File: src/design/ulsr_pkg.sv
// ----------------------------------------------------------------------------
// ulsr_pkg
// Types, widths and constants of the underfrequency load shedding relay.
// ----------------------------------------------------------------------------
`default_nettype none

package ulsr_pkg;

	localparam int LOAD_W        = 8;
	localparam int FREQ_W        = 24;
	localparam int ROC_W         = 20;
	localparam int HOLD_W        = 16;
	localparam int COUNT_W       = 16;
	localparam int CFG_DATA_W    = 32;
	localparam int CFG_ADDR_W    = 4;

	localparam int LOAD_COUNT    = 8;
	localparam int SAMPLE_RATE   = 16000;
	localparam int FRACTION_BITS = 10;

	// shared divider: numerator holds 2*f*p, denominator holds f+p
	localparam int DIV_NUM_W = 2 * FREQ_W + 1;
	localparam int DIV_DEN_W = FREQ_W + 1;
	localparam int DIV_CNT_W = $clog2(DIV_NUM_W + 1);
	localparam int H_W       = FREQ_W + 1;

	localparam logic [DIV_NUM_W-1:0] F_NUMER =
		DIV_NUM_W'(SAMPLE_RATE) << FRACTION_BITS;
	localparam logic [FREQ_W-1:0] FREQ_MAX = {FREQ_W{1'b1}};
	localparam logic [ROC_W-1:0]  ROC_MAX  = {ROC_W{1'b1}};

	localparam logic [FREQ_W-1:0] FREQ_FLOOR_RST = FREQ_W'(51200);
	localparam logic [ROC_W-1:0]  MAX_ROC_RST    = ROC_W'(10240);
	localparam logic [HOLD_W-1:0] HOLD_TICKS_RST = HOLD_W'(500);

	typedef enum logic [1:0] {
		CMD_FREQ   = 2'd0,
		CMD_TICK   = 2'd1,
		CMD_BUTTON = 2'd2,
		CMD_SWITCH = 2'd3
	} cmd_t;

	typedef enum logic [1:0] {
		MODE_NORMAL = 2'd0,
		MODE_MANAGE = 2'd1,
		MODE_MAINT  = 2'd2
	} mode_t;

	typedef enum logic [1:0] {
		REG_FREQ_FLOOR = 2'd0,
		REG_MAX_ROC    = 2'd1,
		REG_HOLD_TICKS = 2'd2
	} reg_idx_t;

	typedef enum logic [2:0] {
		SQ_IDLE,
		SQ_DIV_F,
		SQ_MUL_FP,
		SQ_START_H,
		SQ_DIV_H,
		SQ_MUL_ROC,
		SQ_APPLY,
		SQ_OUT
	} seq_state_t;

	// one finished sample or command handed to the relay control
	typedef struct packed {
		logic              apply;
		cmd_t              cmd;
		logic [LOAD_W-1:0] sw;
		logic [FREQ_W-1:0] freq;
		logic [ROC_W-1:0]  roc;
	} relay_evt_t;

	typedef struct packed {
		logic [FREQ_W-1:0] freq_floor;
		logic [ROC_W-1:0]  max_roc;
		logic [HOLD_W-1:0] hold_ticks;
	} relay_cfg_t;

endpackage

`default_nettype wire

File: src/design/ulsr_in_if.sv
// ----------------------------------------------------------------------------
// ulsr_in_if
// Input item channel: valid/ready handshake with command and sample payload.
// ----------------------------------------------------------------------------
`default_nettype none

interface ulsr_in_if;
	import ulsr_pkg::*;

	logic               valid;
	logic               ready;
	logic [1:0]         command;
	logic [COUNT_W-1:0] period_count;
	logic [LOAD_W-1:0]  switches;

	modport source (output valid, command, period_count, switches, input ready);
	modport sink   (input valid, command, period_count, switches, output ready);
endinterface

`default_nettype wire

File: src/design/ulsr_out_if.sv
// ----------------------------------------------------------------------------
// ulsr_out_if
// Result item channel: valid/ready handshake with relay status payload.
// ----------------------------------------------------------------------------
`default_nettype none

interface ulsr_out_if;
	import ulsr_pkg::*;

	logic              valid;
	logic              ready;
	logic [LOAD_W-1:0] loads_on;
	logic [LOAD_W-1:0] loads_shed;
	logic              stable;
	logic [1:0]        mode;
	logic [FREQ_W-1:0] frequency;
	logic [ROC_W-1:0]  roc;

	modport source (output valid, loads_on, loads_shed, stable, mode, frequency, roc,
		input ready);
	modport sink   (input valid, loads_on, loads_shed, stable, mode, frequency, roc,
		output ready);
endinterface

`default_nettype wire

File: src/design/ulsr_div.sv
// ----------------------------------------------------------------------------
// ulsr_div
// Shared restoring divider, one quotient bit per cycle.
// ----------------------------------------------------------------------------
`default_nettype none

module ulsr_div (
	input  wire logic                          clk,
	input  wire logic                          arst_n,
	input  wire logic                          start,
	input  wire logic [ulsr_pkg::DIV_NUM_W-1:0] num,
	input  wire logic [ulsr_pkg::DIV_DEN_W-1:0] den,
	output logic                               done,
	output logic [ulsr_pkg::DIV_NUM_W-1:0]      quo
);
	import ulsr_pkg::*;

	logic                 busy_q;
	logic                 done_q;
	logic [DIV_CNT_W-1:0] cnt_q;
	logic [DIV_NUM_W-1:0] quo_q;
	logic [DIV_DEN_W-1:0] rem_q;
	logic [DIV_DEN_W-1:0] den_q;
	logic [DIV_DEN_W:0]   trial;
	logic                 ge;

	assign trial = {rem_q, quo_q[DIV_NUM_W-1]};
	assign ge    = trial >= {1'b0, den_q};

	always_ff @(posedge clk or negedge arst_n) begin
		if (!arst_n) begin
			busy_q <= 1'b0;
			done_q <= 1'b0;
			cnt_q  <= '0;
		end else begin
			done_q <= 1'b0;
			if (start) begin
				busy_q <= 1'b1;
				cnt_q  <= DIV_CNT_W'(DIV_NUM_W);
			end else if (busy_q) begin
				cnt_q <= cnt_q - 1'b1;
				if (cnt_q == DIV_CNT_W'(1)) begin
					busy_q <= 1'b0;
					done_q <= 1'b1;
				end
			end
		end
	end

	always_ff @(posedge clk) begin
		if (start) begin
			quo_q <= num;
			rem_q <= '0;
			den_q <= den;
		end else if (busy_q) begin
			rem_q <= ge ? DIV_DEN_W'(trial - {1'b0, den_q}) : DIV_DEN_W'(trial);
			quo_q <= {quo_q[DIV_NUM_W-2:0], ge};
		end
	end

	assign done = done_q;
	assign quo  = quo_q;

	a_rem_below_den: assert property (@(posedge clk) disable iff (!arst_n)
		busy_q && !start |-> rem_q < den_q)
		else $error("divider remainder not below divisor");
	a_done_after_busy: assert property (@(posedge clk) disable iff (!arst_n)
		done_q |-> $past(busy_q))
		else $error("divider done without a running division");
	a_cnt_live: assert property (@(posedge clk) disable iff (!arst_n)
		busy_q |-> cnt_q != '0)
		else $error("divider running with empty step count");
endmodule

`default_nettype wire

File: src/design/ulsr_ctrl.sv
// ----------------------------------------------------------------------------
// ulsr_ctrl
// Relay control: mode, live and held loads, stability and hold timer.
// ----------------------------------------------------------------------------
`default_nettype none

module ulsr_ctrl #(
	parameter int LOAD_COUNT = ulsr_pkg::LOAD_COUNT
) (
	input  wire logic                  clk,
	input  wire logic                  arst_n,
	input  wire ulsr_pkg::relay_evt_t  evt,
	input  wire ulsr_pkg::relay_cfg_t  cfg,
	output logic [LOAD_COUNT-1:0]      live,
	output logic [LOAD_COUNT-1:0]      held,
	output logic                       stable,
	output ulsr_pkg::mode_t            mode
);
	import ulsr_pkg::*;

	mode_t                 mode_q, mode_d;
	logic [LOAD_COUNT-1:0] live_q, live_d;
	logic [LOAD_COUNT-1:0] held_q, held_d;
	logic [LOAD_COUNT-1:0] latch_q, latch_d;
	logic                  stable_q, stable_d;
	logic                  last_stable_q, last_stable_d;
	logic                  hold_run_q, hold_run_d;
	logic [HOLD_W-1:0]     hold_cnt_q, hold_cnt_d;

	logic [LOAD_COUNT-1:0] shed_bit;
	logic [LOAD_COUNT-1:0] rest_cand;
	logic [LOAD_COUNT-1:0] rest_bit;
	logic [LOAD_COUNT-1:0] sw_ext;
	logic [HOLD_W-1:0]     limit;
	logic [HOLD_W:0]       cnt_inc;
	logic                  stable_new;

	assign shed_bit   = live_q & (~live_q + 1'b1);
	assign rest_cand  = held_q & latch_q;
	assign sw_ext     = LOAD_COUNT'(evt.sw);
	assign limit      = (cfg.hold_ticks == '0) ? HOLD_W'(1) : cfg.hold_ticks;
	assign cnt_inc    = {1'b0, hold_cnt_q} + 1'b1;
	assign stable_new = !(evt.freq < cfg.freq_floor || evt.roc >= cfg.max_roc);

	// highest held load whose switch is on
	always_comb begin
		rest_bit = '0;
		for (int b = 0; b < LOAD_COUNT; b++) begin
			if (rest_cand[b]) begin
				rest_bit = '0;
				rest_bit[b] = 1'b1;
			end
		end
	end

	always_comb begin
		mode_d        = mode_q;
		live_d        = live_q;
		held_d        = held_q;
		latch_d       = latch_q;
		stable_d      = stable_q;
		last_stable_d = last_stable_q;
		hold_run_d    = hold_run_q;
		hold_cnt_d    = hold_cnt_q;
		if (evt.apply) begin
			case (evt.cmd)
				CMD_FREQ: begin
					stable_d = stable_new;
					if (!stable_new && mode_q == MODE_NORMAL) begin
						mode_d        = MODE_MANAGE;
						live_d        = live_q & ~shed_bit;
						held_d        = held_q | shed_bit;
						last_stable_d = 1'b0;
						hold_run_d    = 1'b1;
						hold_cnt_d    = '0;
					end else if (mode_q == MODE_MANAGE) begin
						if (stable_new != last_stable_q) hold_cnt_d = '0;
						last_stable_d = stable_new;
					end
				end
				CMD_TICK: begin
					if (mode_q == MODE_MANAGE && hold_run_q) begin
						if (cnt_inc >= {1'b0, limit}) begin
							hold_cnt_d = '0;
							if (stable_q) begin
								// release held loads from the top down to the restored one
								held_d = (rest_bit != '0) ? (held_q & (rest_bit - 1'b1)) : '0;
								live_d = live_q | rest_bit;
								if (held_d == '0) begin
									mode_d     = MODE_NORMAL;
									hold_run_d = 1'b0;
								end
							end else begin
								live_d = live_q & ~shed_bit;
								held_d = held_q | shed_bit;
							end
						end else begin
							hold_cnt_d = HOLD_W'(cnt_inc);
						end
					end
				end
				CMD_BUTTON: begin
					if (mode_q == MODE_NORMAL) mode_d = MODE_MAINT;
					else if (mode_q == MODE_MAINT) mode_d = MODE_NORMAL;
					if (mode_d != MODE_MANAGE) begin
						hold_run_d = 1'b0;
						hold_cnt_d = '0;
					end
				end
				CMD_SWITCH: begin
					latch_d = sw_ext;
					if (mode_q == MODE_MANAGE) live_d = live_q & sw_ext;
					else live_d = sw_ext;
				end
				default: begin
					mode_d = mode_q;
				end
			endcase
		end
	end

	always_ff @(posedge clk or negedge arst_n) begin
		if (!arst_n) begin
			mode_q        <= MODE_NORMAL;
			live_q        <= '1;
			held_q        <= '0;
			latch_q       <= '1;
			stable_q      <= 1'b1;
			last_stable_q <= 1'b1;
			hold_run_q    <= 1'b0;
			hold_cnt_q    <= '0;
		end else begin
			mode_q        <= mode_d;
			live_q        <= live_d;
			held_q        <= held_d;
			latch_q       <= latch_d;
			stable_q      <= stable_d;
			last_stable_q <= last_stable_d;
			hold_run_q    <= hold_run_d;
			hold_cnt_q    <= hold_cnt_d;
		end
	end

	assign live   = live_q;
	assign held   = held_q;
	assign stable = stable_q;
	assign mode   = mode_q;

	a_no_overlap: assert property (@(posedge clk) disable iff (!arst_n)
		(live_q & held_q) == '0)
		else $error("load both live and held");
	a_held_only_managing: assert property (@(posedge clk) disable iff (!arst_n)
		mode_q != MODE_MANAGE |-> held_q == '0)
		else $error("loads held outside load managing");
	a_hold_only_managing: assert property (@(posedge clk) disable iff (!arst_n)
		hold_run_q |-> mode_q == MODE_MANAGE)
		else $error("hold timer running outside load managing");
endmodule

`default_nettype wire

File: src/design/underfrequency_load_shed_relay.sv
// ----------------------------------------------------------------------------
// underfrequency_load_shed_relay
// Period count to frequency, rate of change and load shed/restore control.
// ----------------------------------------------------------------------------
// Frequency sample: two 49-step passes of the shared restoring divider
// (frequency, then the harmonic mean used for the rate of change) plus the
// sequencing states; a count of zero or a zero sum skips a division.
// Tick, button and switch items pass only the APPLY and OUT states. The next
// item is taken only after the result is loaded into the output register.
// Reset (arst_n low, asynchronous) returns control state and config.
`default_nettype none

module underfrequency_load_shed_relay #(
	parameter int LOAD_COUNT = ulsr_pkg::LOAD_COUNT
) (
	input  wire logic                           clk,
	input  wire logic                           arst_n,
	input  wire logic                           psel,
	input  wire logic                           penable,
	input  wire logic                           pwrite,
	input  wire logic [ulsr_pkg::CFG_ADDR_W-1:0] paddr,
	input  wire logic [ulsr_pkg::CFG_DATA_W-1:0] pwdata,
	output logic [ulsr_pkg::CFG_DATA_W-1:0]      prdata,
	output logic                                pready,
	ulsr_in_if.sink                             items_in,
	ulsr_out_if.source                          results_out
);
	import ulsr_pkg::*;

	seq_state_t state_q, state_d;

	relay_cfg_t cfg_q;
	relay_evt_t evt;
	reg_idx_t   reg_idx;

	cmd_t                 cmd_q;
	logic [LOAD_W-1:0]    sw_q;
	logic [FREQ_W-1:0]    f_q;
	logic [FREQ_W-1:0]    prev_freq_q;
	logic [ROC_W-1:0]     roc_q;
	logic [H_W-1:0]       h_q;
	logic [DIV_NUM_W-1:0] prod_q;

	logic                 in_fire;
	logic                 div_start;
	logic [DIV_NUM_W-1:0] div_num;
	logic [DIV_DEN_W-1:0] div_den;
	logic                 div_done;
	logic [DIV_NUM_W-1:0] div_quo;
	logic [DIV_DEN_W-1:0] fp_sum;
	logic [FREQ_W-1:0]    fp_diff;
	logic [FREQ_W-1:0]    mul_a;
	logic [H_W-1:0]       mul_b;
	logic [DIV_NUM_W-1:0] mul_p;
	logic [DIV_NUM_W-1:0] roc_full;
	logic [ROC_W-1:0]     roc_sat;
	logic                 out_load;

	logic [LOAD_COUNT-1:0] live;
	logic [LOAD_COUNT-1:0] held;
	logic                  stable;
	mode_t                 mode;

	logic              out_valid_q;
	logic [LOAD_W-1:0] out_on_q;
	logic [LOAD_W-1:0] out_shed_q;
	logic              out_stable_q;
	logic [1:0]        out_mode_q;
	logic [FREQ_W-1:0] out_freq_q;
	logic [ROC_W-1:0]  out_roc_q;

	// configuration port
	assign reg_idx = reg_idx_t'(paddr[CFG_ADDR_W-1:2]);
	assign pready  = 1'b1;

	always_ff @(posedge clk or negedge arst_n) begin
		if (!arst_n) begin
			cfg_q.freq_floor <= FREQ_FLOOR_RST;
			cfg_q.max_roc    <= MAX_ROC_RST;
			cfg_q.hold_ticks <= HOLD_TICKS_RST;
		end else if (psel && penable && pwrite) begin
			case (reg_idx)
				REG_FREQ_FLOOR: cfg_q.freq_floor <= pwdata[FREQ_W-1:0];
				REG_MAX_ROC:    cfg_q.max_roc    <= pwdata[ROC_W-1:0];
				REG_HOLD_TICKS: cfg_q.hold_ticks <= pwdata[HOLD_W-1:0];
				default: begin
					cfg_q <= cfg_q;
				end
			endcase
		end
	end

	always_comb begin
		case (reg_idx)
			REG_FREQ_FLOOR: prdata = CFG_DATA_W'(cfg_q.freq_floor);
			REG_MAX_ROC:    prdata = CFG_DATA_W'(cfg_q.max_roc);
			REG_HOLD_TICKS: prdata = CFG_DATA_W'(cfg_q.hold_ticks);
			default:        prdata = '0;
		endcase
	end

	// sequencer
	assign items_in.ready = (state_q == SQ_IDLE);
	assign in_fire        = items_in.valid && items_in.ready;
	assign out_load       = (state_q == SQ_OUT) && (!out_valid_q || results_out.ready);

	assign fp_sum  = {1'b0, f_q} + {1'b0, prev_freq_q};
	assign fp_diff = (f_q >= prev_freq_q) ? (f_q - prev_freq_q) : (prev_freq_q - f_q);

	always_comb begin
		state_d = state_q;
		case (state_q)
			SQ_IDLE: begin
				if (in_fire) begin
					if (cmd_t'(items_in.command) == CMD_FREQ)
						state_d = (items_in.period_count != '0) ? SQ_DIV_F : SQ_MUL_FP;
					else
						state_d = SQ_APPLY;
				end
			end
			SQ_DIV_F:   if (div_done) state_d = SQ_MUL_FP;
			SQ_MUL_FP:  state_d = SQ_START_H;
			SQ_START_H: state_d = (fp_sum == '0) ? SQ_MUL_ROC : SQ_DIV_H;
			SQ_DIV_H:   if (div_done) state_d = SQ_MUL_ROC;
			SQ_MUL_ROC: state_d = SQ_APPLY;
			SQ_APPLY:   state_d = SQ_OUT;
			SQ_OUT:     if (out_load) state_d = SQ_IDLE;
			default:    state_d = SQ_IDLE;
		endcase
	end

	always_comb begin
		div_start = 1'b0;
		div_num   = F_NUMER;
		div_den   = DIV_DEN_W'(items_in.period_count);
		mul_a     = f_q;
		mul_b     = {prev_freq_q, 1'b0};
		case (state_q)
			SQ_IDLE: begin
				div_start = in_fire && cmd_t'(items_in.command) == CMD_FREQ
					&& items_in.period_count != '0;
			end
			SQ_START_H: begin
				div_start = (fp_sum != '0);
				div_num   = prod_q;
				div_den   = fp_sum;
			end
			SQ_MUL_ROC: begin
				mul_a = fp_diff;
				mul_b = h_q;
			end
			default: begin
				div_start = 1'b0;
			end
		endcase
	end

	ulsr_div u_div (
		.clk    (clk),
		.arst_n (arst_n),
		.start  (div_start),
		.num    (div_num),
		.den    (div_den),
		.done   (div_done),
		.quo    (div_quo)
	);

	// one multiplier: 2*f*p first, then |f-p|*h
	assign mul_p    = DIV_NUM_W'(mul_a) * DIV_NUM_W'(mul_b);
	assign roc_full = prod_q >> FRACTION_BITS;
	assign roc_sat  = (roc_full > DIV_NUM_W'(ROC_MAX)) ? ROC_MAX : roc_full[ROC_W-1:0];

	always_ff @(posedge clk or negedge arst_n) begin
		if (!arst_n) begin
			state_q     <= SQ_IDLE;
			prev_freq_q <= '0;
			roc_q       <= '0;
		end else begin
			state_q <= state_d;
			if (state_q == SQ_APPLY && cmd_q == CMD_FREQ) begin
				prev_freq_q <= f_q;
				roc_q       <= roc_sat;
			end
		end
	end

	always_ff @(posedge clk) begin
		if (in_fire) begin
			cmd_q <= cmd_t'(items_in.command);
			sw_q  <= items_in.switches;
			f_q   <= '0;
		end
		if (state_q == SQ_DIV_F && div_done)
			f_q <= (div_quo > DIV_NUM_W'(FREQ_MAX)) ? FREQ_MAX : div_quo[FREQ_W-1:0];
		if (state_q == SQ_MUL_FP || state_q == SQ_MUL_ROC)
			prod_q <= mul_p;
		if (state_q == SQ_START_H && fp_sum == '0)
			h_q <= '0;
		if (state_q == SQ_DIV_H && div_done)
			h_q <= div_quo[H_W-1:0];
	end

	assign evt.apply = (state_q == SQ_APPLY);
	assign evt.cmd   = cmd_q;
	assign evt.sw    = sw_q;
	assign evt.freq  = f_q;
	assign evt.roc   = roc_sat;

	ulsr_ctrl #(
		.LOAD_COUNT (LOAD_COUNT)
	) u_ctrl (
		.clk    (clk),
		.arst_n (arst_n),
		.evt    (evt),
		.cfg    (cfg_q),
		.live   (live),
		.held   (held),
		.stable (stable),
		.mode   (mode)
	);

	// output register
	always_ff @(posedge clk or negedge arst_n) begin
		if (!arst_n) begin
			out_valid_q <= 1'b0;
		end else if (out_load) begin
			out_valid_q <= 1'b1;
		end else if (results_out.ready) begin
			out_valid_q <= 1'b0;
		end
	end

	always_ff @(posedge clk) begin
		if (out_load) begin
			out_on_q     <= LOAD_W'(live);
			out_shed_q   <= LOAD_W'(held);
			out_stable_q <= stable;
			out_mode_q   <= mode;
			out_freq_q   <= prev_freq_q;
			out_roc_q    <= roc_q;
		end
	end

	assign results_out.valid      = out_valid_q;
	assign results_out.loads_on   = out_on_q;
	assign results_out.loads_shed = out_shed_q;
	assign results_out.stable     = out_stable_q;
	assign results_out.mode       = out_mode_q;
	assign results_out.frequency  = out_freq_q;
	assign results_out.roc        = out_roc_q;

	a_busy_not_ready: assert property (@(posedge clk) disable iff (!arst_n)
		state_q != SQ_IDLE |-> !items_in.ready)
		else $error("item taken while sequencer busy");
	a_div_waits_done: assert property (@(posedge clk) disable iff (!arst_n)
		state_q == SQ_DIV_F && !div_done |=> state_q == SQ_DIV_F)
		else $error("frequency division left early");
	a_apply_then_out: assert property (@(posedge clk) disable iff (!arst_n)
		state_q == SQ_APPLY |=> state_q == SQ_OUT)
		else $error("result not presented after update");
endmodule

`default_nettype wire

File: src/flat_wrapper.sv
// flat-port wrapper written by rule: the top's interface ports become plain ports
module underfrequency_load_shed_relay_flat import ulsr_pkg::*;
#(
	parameter int LOAD_COUNT = ulsr_pkg::LOAD_COUNT
)
  (clk, arst_n, psel, penable, pwrite, paddr, pwdata, prdata, pready, items_in_valid, items_in_command, items_in_period_count, items_in_switches, items_in_ready, results_out_valid, results_out_loads_on, results_out_loads_shed, results_out_stable, results_out_mode, results_out_frequency, results_out_roc, results_out_ready);
  ulsr_in_if items_in_i ();
  ulsr_out_if results_out_i ();
  input  wire logic clk;
  input  wire logic arst_n;
  input  wire logic psel;
  input  wire logic penable;
  input  wire logic pwrite;
  input  wire logic [ulsr_pkg::CFG_ADDR_W-1:0] paddr;
  input  wire logic [ulsr_pkg::CFG_DATA_W-1:0] pwdata;
  output logic [ulsr_pkg::CFG_DATA_W-1:0] prdata;
  output logic pready;
  input wire logic [$bits(items_in_i.valid)-1:0] items_in_valid;
  input wire logic [$bits(items_in_i.command)-1:0] items_in_command;
  input wire logic [$bits(items_in_i.period_count)-1:0] items_in_period_count;
  input wire logic [$bits(items_in_i.switches)-1:0] items_in_switches;
  output wire logic [$bits(items_in_i.ready)-1:0] items_in_ready;
  output wire logic [$bits(results_out_i.valid)-1:0] results_out_valid;
  output wire logic [$bits(results_out_i.loads_on)-1:0] results_out_loads_on;
  output wire logic [$bits(results_out_i.loads_shed)-1:0] results_out_loads_shed;
  output wire logic [$bits(results_out_i.stable)-1:0] results_out_stable;
  output wire logic [$bits(results_out_i.mode)-1:0] results_out_mode;
  output wire logic [$bits(results_out_i.frequency)-1:0] results_out_frequency;
  output wire logic [$bits(results_out_i.roc)-1:0] results_out_roc;
  input wire logic [$bits(results_out_i.ready)-1:0] results_out_ready;
  assign items_in_i.valid = items_in_valid;
  assign items_in_i.command = items_in_command;
  assign items_in_i.period_count = items_in_period_count;
  assign items_in_i.switches = items_in_switches;
  assign items_in_ready = items_in_i.ready;
  assign results_out_valid = results_out_i.valid;
  assign results_out_loads_on = results_out_i.loads_on;
  assign results_out_loads_shed = results_out_i.loads_shed;
  assign results_out_stable = results_out_i.stable;
  assign results_out_mode = results_out_i.mode;
  assign results_out_frequency = results_out_i.frequency;
  assign results_out_roc = results_out_i.roc;
  assign results_out_i.ready = results_out_ready;
  underfrequency_load_shed_relay #(.LOAD_COUNT(LOAD_COUNT)) u_core (.clk(clk), .arst_n(arst_n), .psel(psel), .penable(penable), .pwrite(pwrite), .paddr(paddr), .pwdata(pwdata), .prdata(prdata), .pready(pready), .items_in(items_in_i), .results_out(results_out_i));
endmodule
File: config.mk
export PLATFORM = sky130hd
export DESIGN_NAME = underfrequency_load_shed_relay_flat
export DESIGN_NICKNAME = d
export VERILOG_FILES = /design/src/design/ulsr_pkg.sv /design/src/design/ulsr_in_if.sv /design/src/design/ulsr_out_if.sv /design/src/design/ulsr_div.sv /design/src/design/ulsr_ctrl.sv /design/src/design/underfrequency_load_shed_relay.sv /design/src/flat_wrapper.sv
export SDC_FILE = /design/constraint.sdc
export NUM_CORES = 2
export LEC_CHECK = 0
export BUFFER_PORTS_ARGS = -buffer_cell sky130_fd_sc_hd__buf_4
export CELL_PAD_IN_SITES_DETAIL_PLACEMENT = 0
export CELL_PAD_IN_SITES_GLOBAL_PLACEMENT = 1
export CORE_UTILIZATION = 54
export DETAILED_ROUTE_END_ITERATION = 8
export GPL_TIMING_DRIVEN = 0
export PLACE_DENSITY_LB_ADDON = 0.1
export REMOVE_ABC_BUFFERS = 1
export SYNTH_ARGS = -nofsm -noshare
export SYNTH_HDL_FRONTEND = slang
export SYNTH_SLANG_ARGS = --single-unit
File: constraint.sdc
create_clock -name clk -period 20.9 [get_ports clk]
set_input_delay 4.18 -clock clk [delete_from_list [all_inputs] [get_ports clk]]
set_output_delay 4.18 -clock clk [all_outputs]
set_load 0.02 [all_outputs]
# ---- After elaboration in Yosys (flattened, before gate mapping)
# Index checks and enable logic that the tools add are counted.
dict set report classes {
  add_sub_neg 8
  mul 1
  order_cmp 7
  eq_ne 29
  mux 81
  bitwise_logic 9
  n_reduce_logical 48
}
# cell n
set ops {}
lappend ops {{two-way mux 49 bit} 3}
lappend ops {{two-way mux 16 bit} 8}
lappend ops {{two-way mux 24 bit} 5}
lappend ops {{two-way mux 8 bit} 15}
lappend ops {{two-way mux 25 bit} 4}
lappend ops {{one-hot mux 24 bit (3 select lines)} 1}
lappend ops {{> comparator 49 x 24 -> 1 bit (second input constant)} 1}
lappend ops {{multiplier 24 x 25 -> 49 bit} 1}
lappend ops {{one-hot mux 16 bit (3 select lines)} 1}
lappend ops {{subtractor 24 bit} 2}
lappend ops {{bitwise AND 8 bit} 5}
lappend ops {{> comparator 39 x 20 -> 1 bit (second input constant)} 1}
lappend ops {{greater-or-equal comparator 26 x 25 -> 1 bit} 1}
lappend ops {{adder 24 x 24 -> 25 bit} 1}
lappend ops {{logical NOT 25 bit} 1}
lappend ops {{nonzero test 25 bit} 1}
lappend ops {{subtractor 25 bit} 1}
lappend ops {{greater-or-equal comparator 24 bit} 1}
lappend ops {{less-than comparator 24 bit} 1}
lappend ops {{one-hot mux 3 bit (8 select lines)} 1}
lappend ops {{one-hot mux 8 bit (3 select lines)} 1}
lappend ops {{two-way mux 2 bit} 11}
lappend ops {{greater-or-equal comparator 20 bit} 1}
lappend ops {{two-way mux 20 bit} 1}
lappend ops {{42 further kinds} 114}
dict set report word_totals {
  ff_bits 431
  input_bits 69
  out_inout_bits 98
  wordCells 216
}

# ---- Depth between registers and ports, before layout
dict set report logic_depth {
  word_depth 18
  mapped_depth 45
}

# ---- By module
# Synthesis repeated with hierarchy kept, for this count alone.
dict set report hier_totals {
  hier_cells 4982
  hier_area_um2 46513.4
}
# mod n_inst cells_per_inst area_per_inst_um2 seq_area_each_um2
set modules_own_cells {}
lappend modules_own_cells {underfrequency_load_shed_relay 1 3867 36062.1 7851.3}
lappend modules_own_cells {ulsr_div 1 540 5839.4 2922.8}
lappend modules_own_cells {ulsr_ctrl 1 575 4611.9 1148.6}

# ---- Least setup slack after synthesis
# No wires, ideal clock.
dict set report synth_path {
  path_type {reg-to-reg}
  startpoint {register u_core.prev_freq_q[3]}
  endpoint {register u_core.prod_q[48] (data pin)}
  arrival_ns 9.841
  t_required_ns 20.635
  slack_ns 10.793
  stages_incl_launch_ff 42
  period_less_slack_ns 10.107
  path_cell_list {dfrtp_1 > clkbuf_1 > inv_1 > ha_1 > buf_2 > and4_1 > a2111oi_0 > o31ai_1 > a21oi_1 > o31ai_1 > and2_1 > buf_2 > buf_2 > o31a_1 > xor2_1 > mux2_2 > clkbuf_1 > nand2_1 > (+6 left out) > inv_1 > fa_1 > fa_1 > inv_1 > fa_1 > inv_1 > ha_1 > clkbuf_1 > nand4_1 > or3_1 > o21ai_0 > a31oi_1 > a211o_1 > o211ai_1 > a21oi_1 > o21ai_0 > a221oi_1 > xnor2_1}
}
dict set report synth_via {
  elab_chain_cells 4
  elab_cells_between_ends 7
}
# element line
set synth_lines {}
lappend synth_lines {{from (decl)} underfrequency_load_shed_relay.sv:39} ;# logic [FREQ_W-1:0] prev_freq_q;
lappend synth_lines {{from (signal assigned)} underfrequency_load_shed_relay.sv:181} ;# prev_freq_q <= f_q;
lappend synth_lines {{subtractor 24 bit / greater-or-equal comparator 24 bit (equally long branches)} underfrequency_load_shed_relay.sv:108} ;# assign fp_diff = (f_q >= prev_freq_q) ? (f_q - prev_freq_q) : (prev_freq_q - f_q);
lappend synth_lines {{two-way mux 24 bit} underfrequency_load_shed_relay.sv:108}
lappend synth_lines {{two-way mux 24 bit} underfrequency_load_shed_relay.sv:138} ;# case (state_q)
lappend synth_lines {{multiplier 24 x 25 -> 49 bit (*)} underfrequency_load_shed_relay.sv:169} ;# assign mul_p = DIV_NUM_W'(mul_a) * DIV_NUM_W'(mul_b);
lappend synth_lines {{via u_core.mul_p[48]} underfrequency_load_shed_relay.sv:54} ;# logic [DIV_NUM_W-1:0] mul_p;
lappend synth_lines {{to (signal assigned)} underfrequency_load_shed_relay.sv:196} ;# prod_q <= mul_p;
lappend synth_lines {{to (decl)} underfrequency_load_shed_relay.sv:42} ;# logic [DIV_NUM_W-1:0] prod_q;
# The timed path passes the listed nets; every way through them passes the cells marked *.
# A chain may end at the register's enable or synchronous reset.

# ---- Final worst setup path
dict set report layout_path {
  startpoint {register u_core.f_q[15]}
  endpoint {register u_core.prod_q[46] (data pin)}
}
dict set report layout_via {
  elab_chain_cells 4
  elab_cells_between_ends 6
}
# element line
set layout_lines {}
lappend layout_lines {{from (decl)} underfrequency_load_shed_relay.sv:38} ;# logic [FREQ_W-1:0] f_q;
lappend layout_lines {{from (signal assigned)} underfrequency_load_shed_relay.sv:194} ;# f_q <= (div_quo > DIV_NUM_W'(FREQ_MAX)) ? FREQ_MAX : div_quo[FREQ_W-1:0];
lappend layout_lines {{subtractor 24 bit / greater-or-equal comparator 24 bit (equally long branches)} underfrequency_load_shed_relay.sv:108}
lappend layout_lines {{two-way mux 24 bit} underfrequency_load_shed_relay.sv:108}
lappend layout_lines {{two-way mux 24 bit (*)} underfrequency_load_shed_relay.sv:138}
lappend layout_lines {{multiplier 24 x 25 -> 49 bit (*)} underfrequency_load_shed_relay.sv:169}
lappend layout_lines {{via u_core.mul_p[46]} underfrequency_load_shed_relay.sv:54}
# Marks and branches as above.

==> results.txt <==
The slew at the pin closest to its max-slew limit is 1.62 ns. Number of cells produced by synthesis: 4979. The slowest stage of the critical path is the edfxtp_1 cell. Data on the critical path arrives at its endpoint at 14.21 ns.

The global router's overall resource usage is 34.3%. In this run the tool buffered the top-level ports with 147 buffer cells. In the final routed layout, each cell accounts on average for 23.5 microns.

At the end of the flow the core is filled with cells to 59.9%. After layout, the worst path uses 66.3% of the clock period. The final reports fail on capacitance limit, slew limit.

The flow ran to the end, but the final reports show violations. In this run the most critical hold path is launched from u_core.roc_q[16]. The final hold violation count is 0, and the height of the die is 294 microns. The number of iterations in the first detailed-routing pass is 7. Clock-pin slew was measured on the worst setup and hold paths at 0.06 ns.

The critical path is of the reg2reg type. The area growth from synthesis to final layout is 9.45%, and the number of instances resized during post-cts repair is 0. Max-capacitance violation count: 2. The die is 294 microns wide. After synthesis the netlist holds a flip-flop and latch count of 431. The first-pass GRT wire length is 224000 microns, and the final estimated routing congestion in global placement is 0.972.

After synthesis, the share of flip-flops with an asynchronous set or reset is 37.4%. For this block, the initial DRC count from the detailed router was 3318. The tools report the row count as 106.

The routed layout has 36.8k vias. In this run the worst path has a maximum fanout of 28. For this run, the top clock speed supported by timing is 0.0722 GHz. The via density per instance was 5.98; the instance area at placement was 48500 sq um. Setup repair after global routing left no endpoint under its margin.

The tree is rooted in a clkbuf_16. In this design, the critical path's most frequently occurring cell is fa_1. The leading cell type in the layout, fill and taps excluded was inv_1. The peak per-stage delay on the critical path came out at 1.44 ns. The final wirelength is 145000 microns.

Final instance area: 50300 sq um. Averaged over all synthesized cells, the footprint is 9.23 sq um. TritonCTS built the clock tree. The logs give 36.2k for the via count of the first global-routing pass and -7.80% for the max-slew headroom at the worst pin.

Startpoint class of the critical path: a register. The setup slack after placement was 7.40 ns. The run gives 49 as the number of CTS-inserted buffers. Entering global routing, the biggest net connects 115 pins.

In the synthesized netlist the dominant register cell turns out to be edfxtp_1. The number of antenna violations at the first check in global routing is 1, and the final antenna-violating net count is 0. The post-route netlist has 9.27% of its cells at a drive strength greater than 1. The tools report the launching point of the worst reg2reg path as u_core.f_q[15].

The final layout contains 5892 nets. The Yosys step of the flow raised 0 warnings. The run gives 0.63 ns as the clock network latency to the later pin of the worst-skew pair. STA classifies the critical path endpoint as a register. The number of pins exceeding their max-slew limit in the final report was 42; the post-layout worst setup margin was 7.04 ns.

The share of the Yosys chip area taken by registers is 26.0%. The worst path needs 13.86 ns of the cycle, external delays included. The starting density of the core was 54.7%; the count of cell types in the netlist was 88. The logs give 2 for the number of H-tree levels and 0 for the aggregate global routing overflow. The tools report the worst clock skew as 0.0395 ns. For the post-synthesis cell area, the log shows 45900 sq um. The run gives 431 as the number of clock sinks seen by CTS.

The top cell types in the final layout, fill and taps aside, are 788 x inv_1, 508 x fa_1, 477 x nand2_1. The logs give 86200 sq um for the area of the die and 3 for the largest buffer count on any clock path. The hold buffer count at cts was 0.

For this design the top-level I/O count stands at 167. The classification of the worst-slack hold path is reg2reg. Data on the critical path is required at its endpoint by 21.25 ns. The core region is 84000 sq um.

The DRC violation count after routing came out at 0. The startpoint of the most critical setup path is u_core.f_q[15]. Counting flops with a built-in enable in the synthesized netlist gives 245. Setup violations remaining at the end of the flow were counted as 0. The tools report the HPWL after detailed placement as 116000 microns. Once the clock tree was built, the setup fixing pass inserted 0 buffers.
## cell families (layout without fill, tap and decap cells)
| group | count (synthesis) | in the layout | synth area share [%] |
|---|---|---|---|
| other | 2 | 11 | 0.0163 |
| flip-flops | 431 | 431 | 26.0 |
| multiplexers | 151 | 151 | 3.48 |
| AO/OA/AOI/OAI | 994 | 994 | 14.2 |
| AND/OR/NAND/NOR | 1357 | 1357 | 13.4 |
| adder cells (fa/ha/maj) | 850 | 850 | 31.5 |
| buffers and inverters | 1067 | 1095 | 9.03 |
| XOR/XNOR | 127 | 127 | 2.47 |
## synth_stat cells (20+ instances only)
cell	instances	area (sq um)
nand4_1	34	213
or2_2	23	144
nand2b_1	35	219
nand2_1	479	1800
mux2i_1	88	881
o21ai_1	20	100
mux2_2	61	687
a21oi_1	234	1170
xor2_1	44	385
nor2_1	382	1430
buf_2	36	180
and2_1	66	413
dfstp_2	29	762
edfxtp_1	245	7360
fa_1	508	10200
ha_1	342	4280
nor2b_1	35	219
xnor2_1	80	701
nor3_1	123	616
o21ai_0	190	951
nor4_1	28	175
a32oi_1	40	350
a31oi_1	101	632
clkbuf_1	195	732
o21bai_1	27	203
a21o_1	87	653
inv_1	788	2960
nand3_1	87	435
o21a_1	41	308
o31ai_1	57	428
dfxtp_1	25	500
dfrtp_1	132	3300
## metal layers
metal	up-vias	GRT usage (%)	part of all wire (%)	wire, microns
met5	-	0	0	0
met4	0	15.2	5.3	7680
met3	290	6.15	8.4	12200
met2	1585	53.5	45	65400
met1	18231	46.8	41	59300
li1	16644	-	-	-
## path summary, 6_finish.rpt
check	slack (ns)	to	depth (start not counted)
worst max register to register	7.04	u_core.prod_q[46]	34
worst min-delay path	0.44	u_core.results_out.roc[16]	0
max in group asynchronous	16.40	u_core.roc_q[0]	2
worst max-delay path	7.04	u_core.prod_q[46]	34
worst min register to register	0.44	u_core.results_out.roc[16]	0
min in group asynchronous	3.45	u_core.prev_freq_q[1]	1
## state kept, by name, summed over array words and instances, names as in the netlist, 16 cells and up
signal and count:
u_core.results_out.roc 20, u_core.h_q 25, u_core.u_div.rem_q 25, u_core.prod_q 49, u_core.cfg_q 60, u_core.u_ctrl.hold_cnt_q 16
u_core.roc_q 20, u_core.prev_freq_q 24, u_core.results_out.frequency 24, u_core.u_div.den_q 25, u_core.u_div.quo 49, u_core.f_q 24
## cell type report
cell class,count,area [sq um]
diodes,2,5.00
well taps,1134,1420
inverters,803,3010
clock buffers,69,1400
flip-flops and latches,431,11900
fillers,7495,33700
multi-input cells,3488,30100
repair buffers,200,2060
clock inverters,23,308
## through the flow
stage                     TNS (ns)  std cells  hold WS [ns]
after detailed placement         0       6055         0.432
final                            0       6150         0.444
after global placement     -303.99       6003         0.426
after floorplan                  0       4722         0.419
after CTS                        0       6147         0.445
after global routing             0       6149         0.459
## worst max-delay path: cells and delay by family (launching register included)
family                     cells  cell delay (ns)
adders and majority gates      9             4.98
and+or+nand+nor                6             2.13
AOI/OAI and AO/OA             12             3.40
xor gates and xnor gates       2             0.99
muxes                          1             0.39
DFF                            1             1.44
buffers and inverters          4             0.22
Power is not shown: default switching activity piles up to over one toggle a cycle in this logic, so the estimate is an artifact.
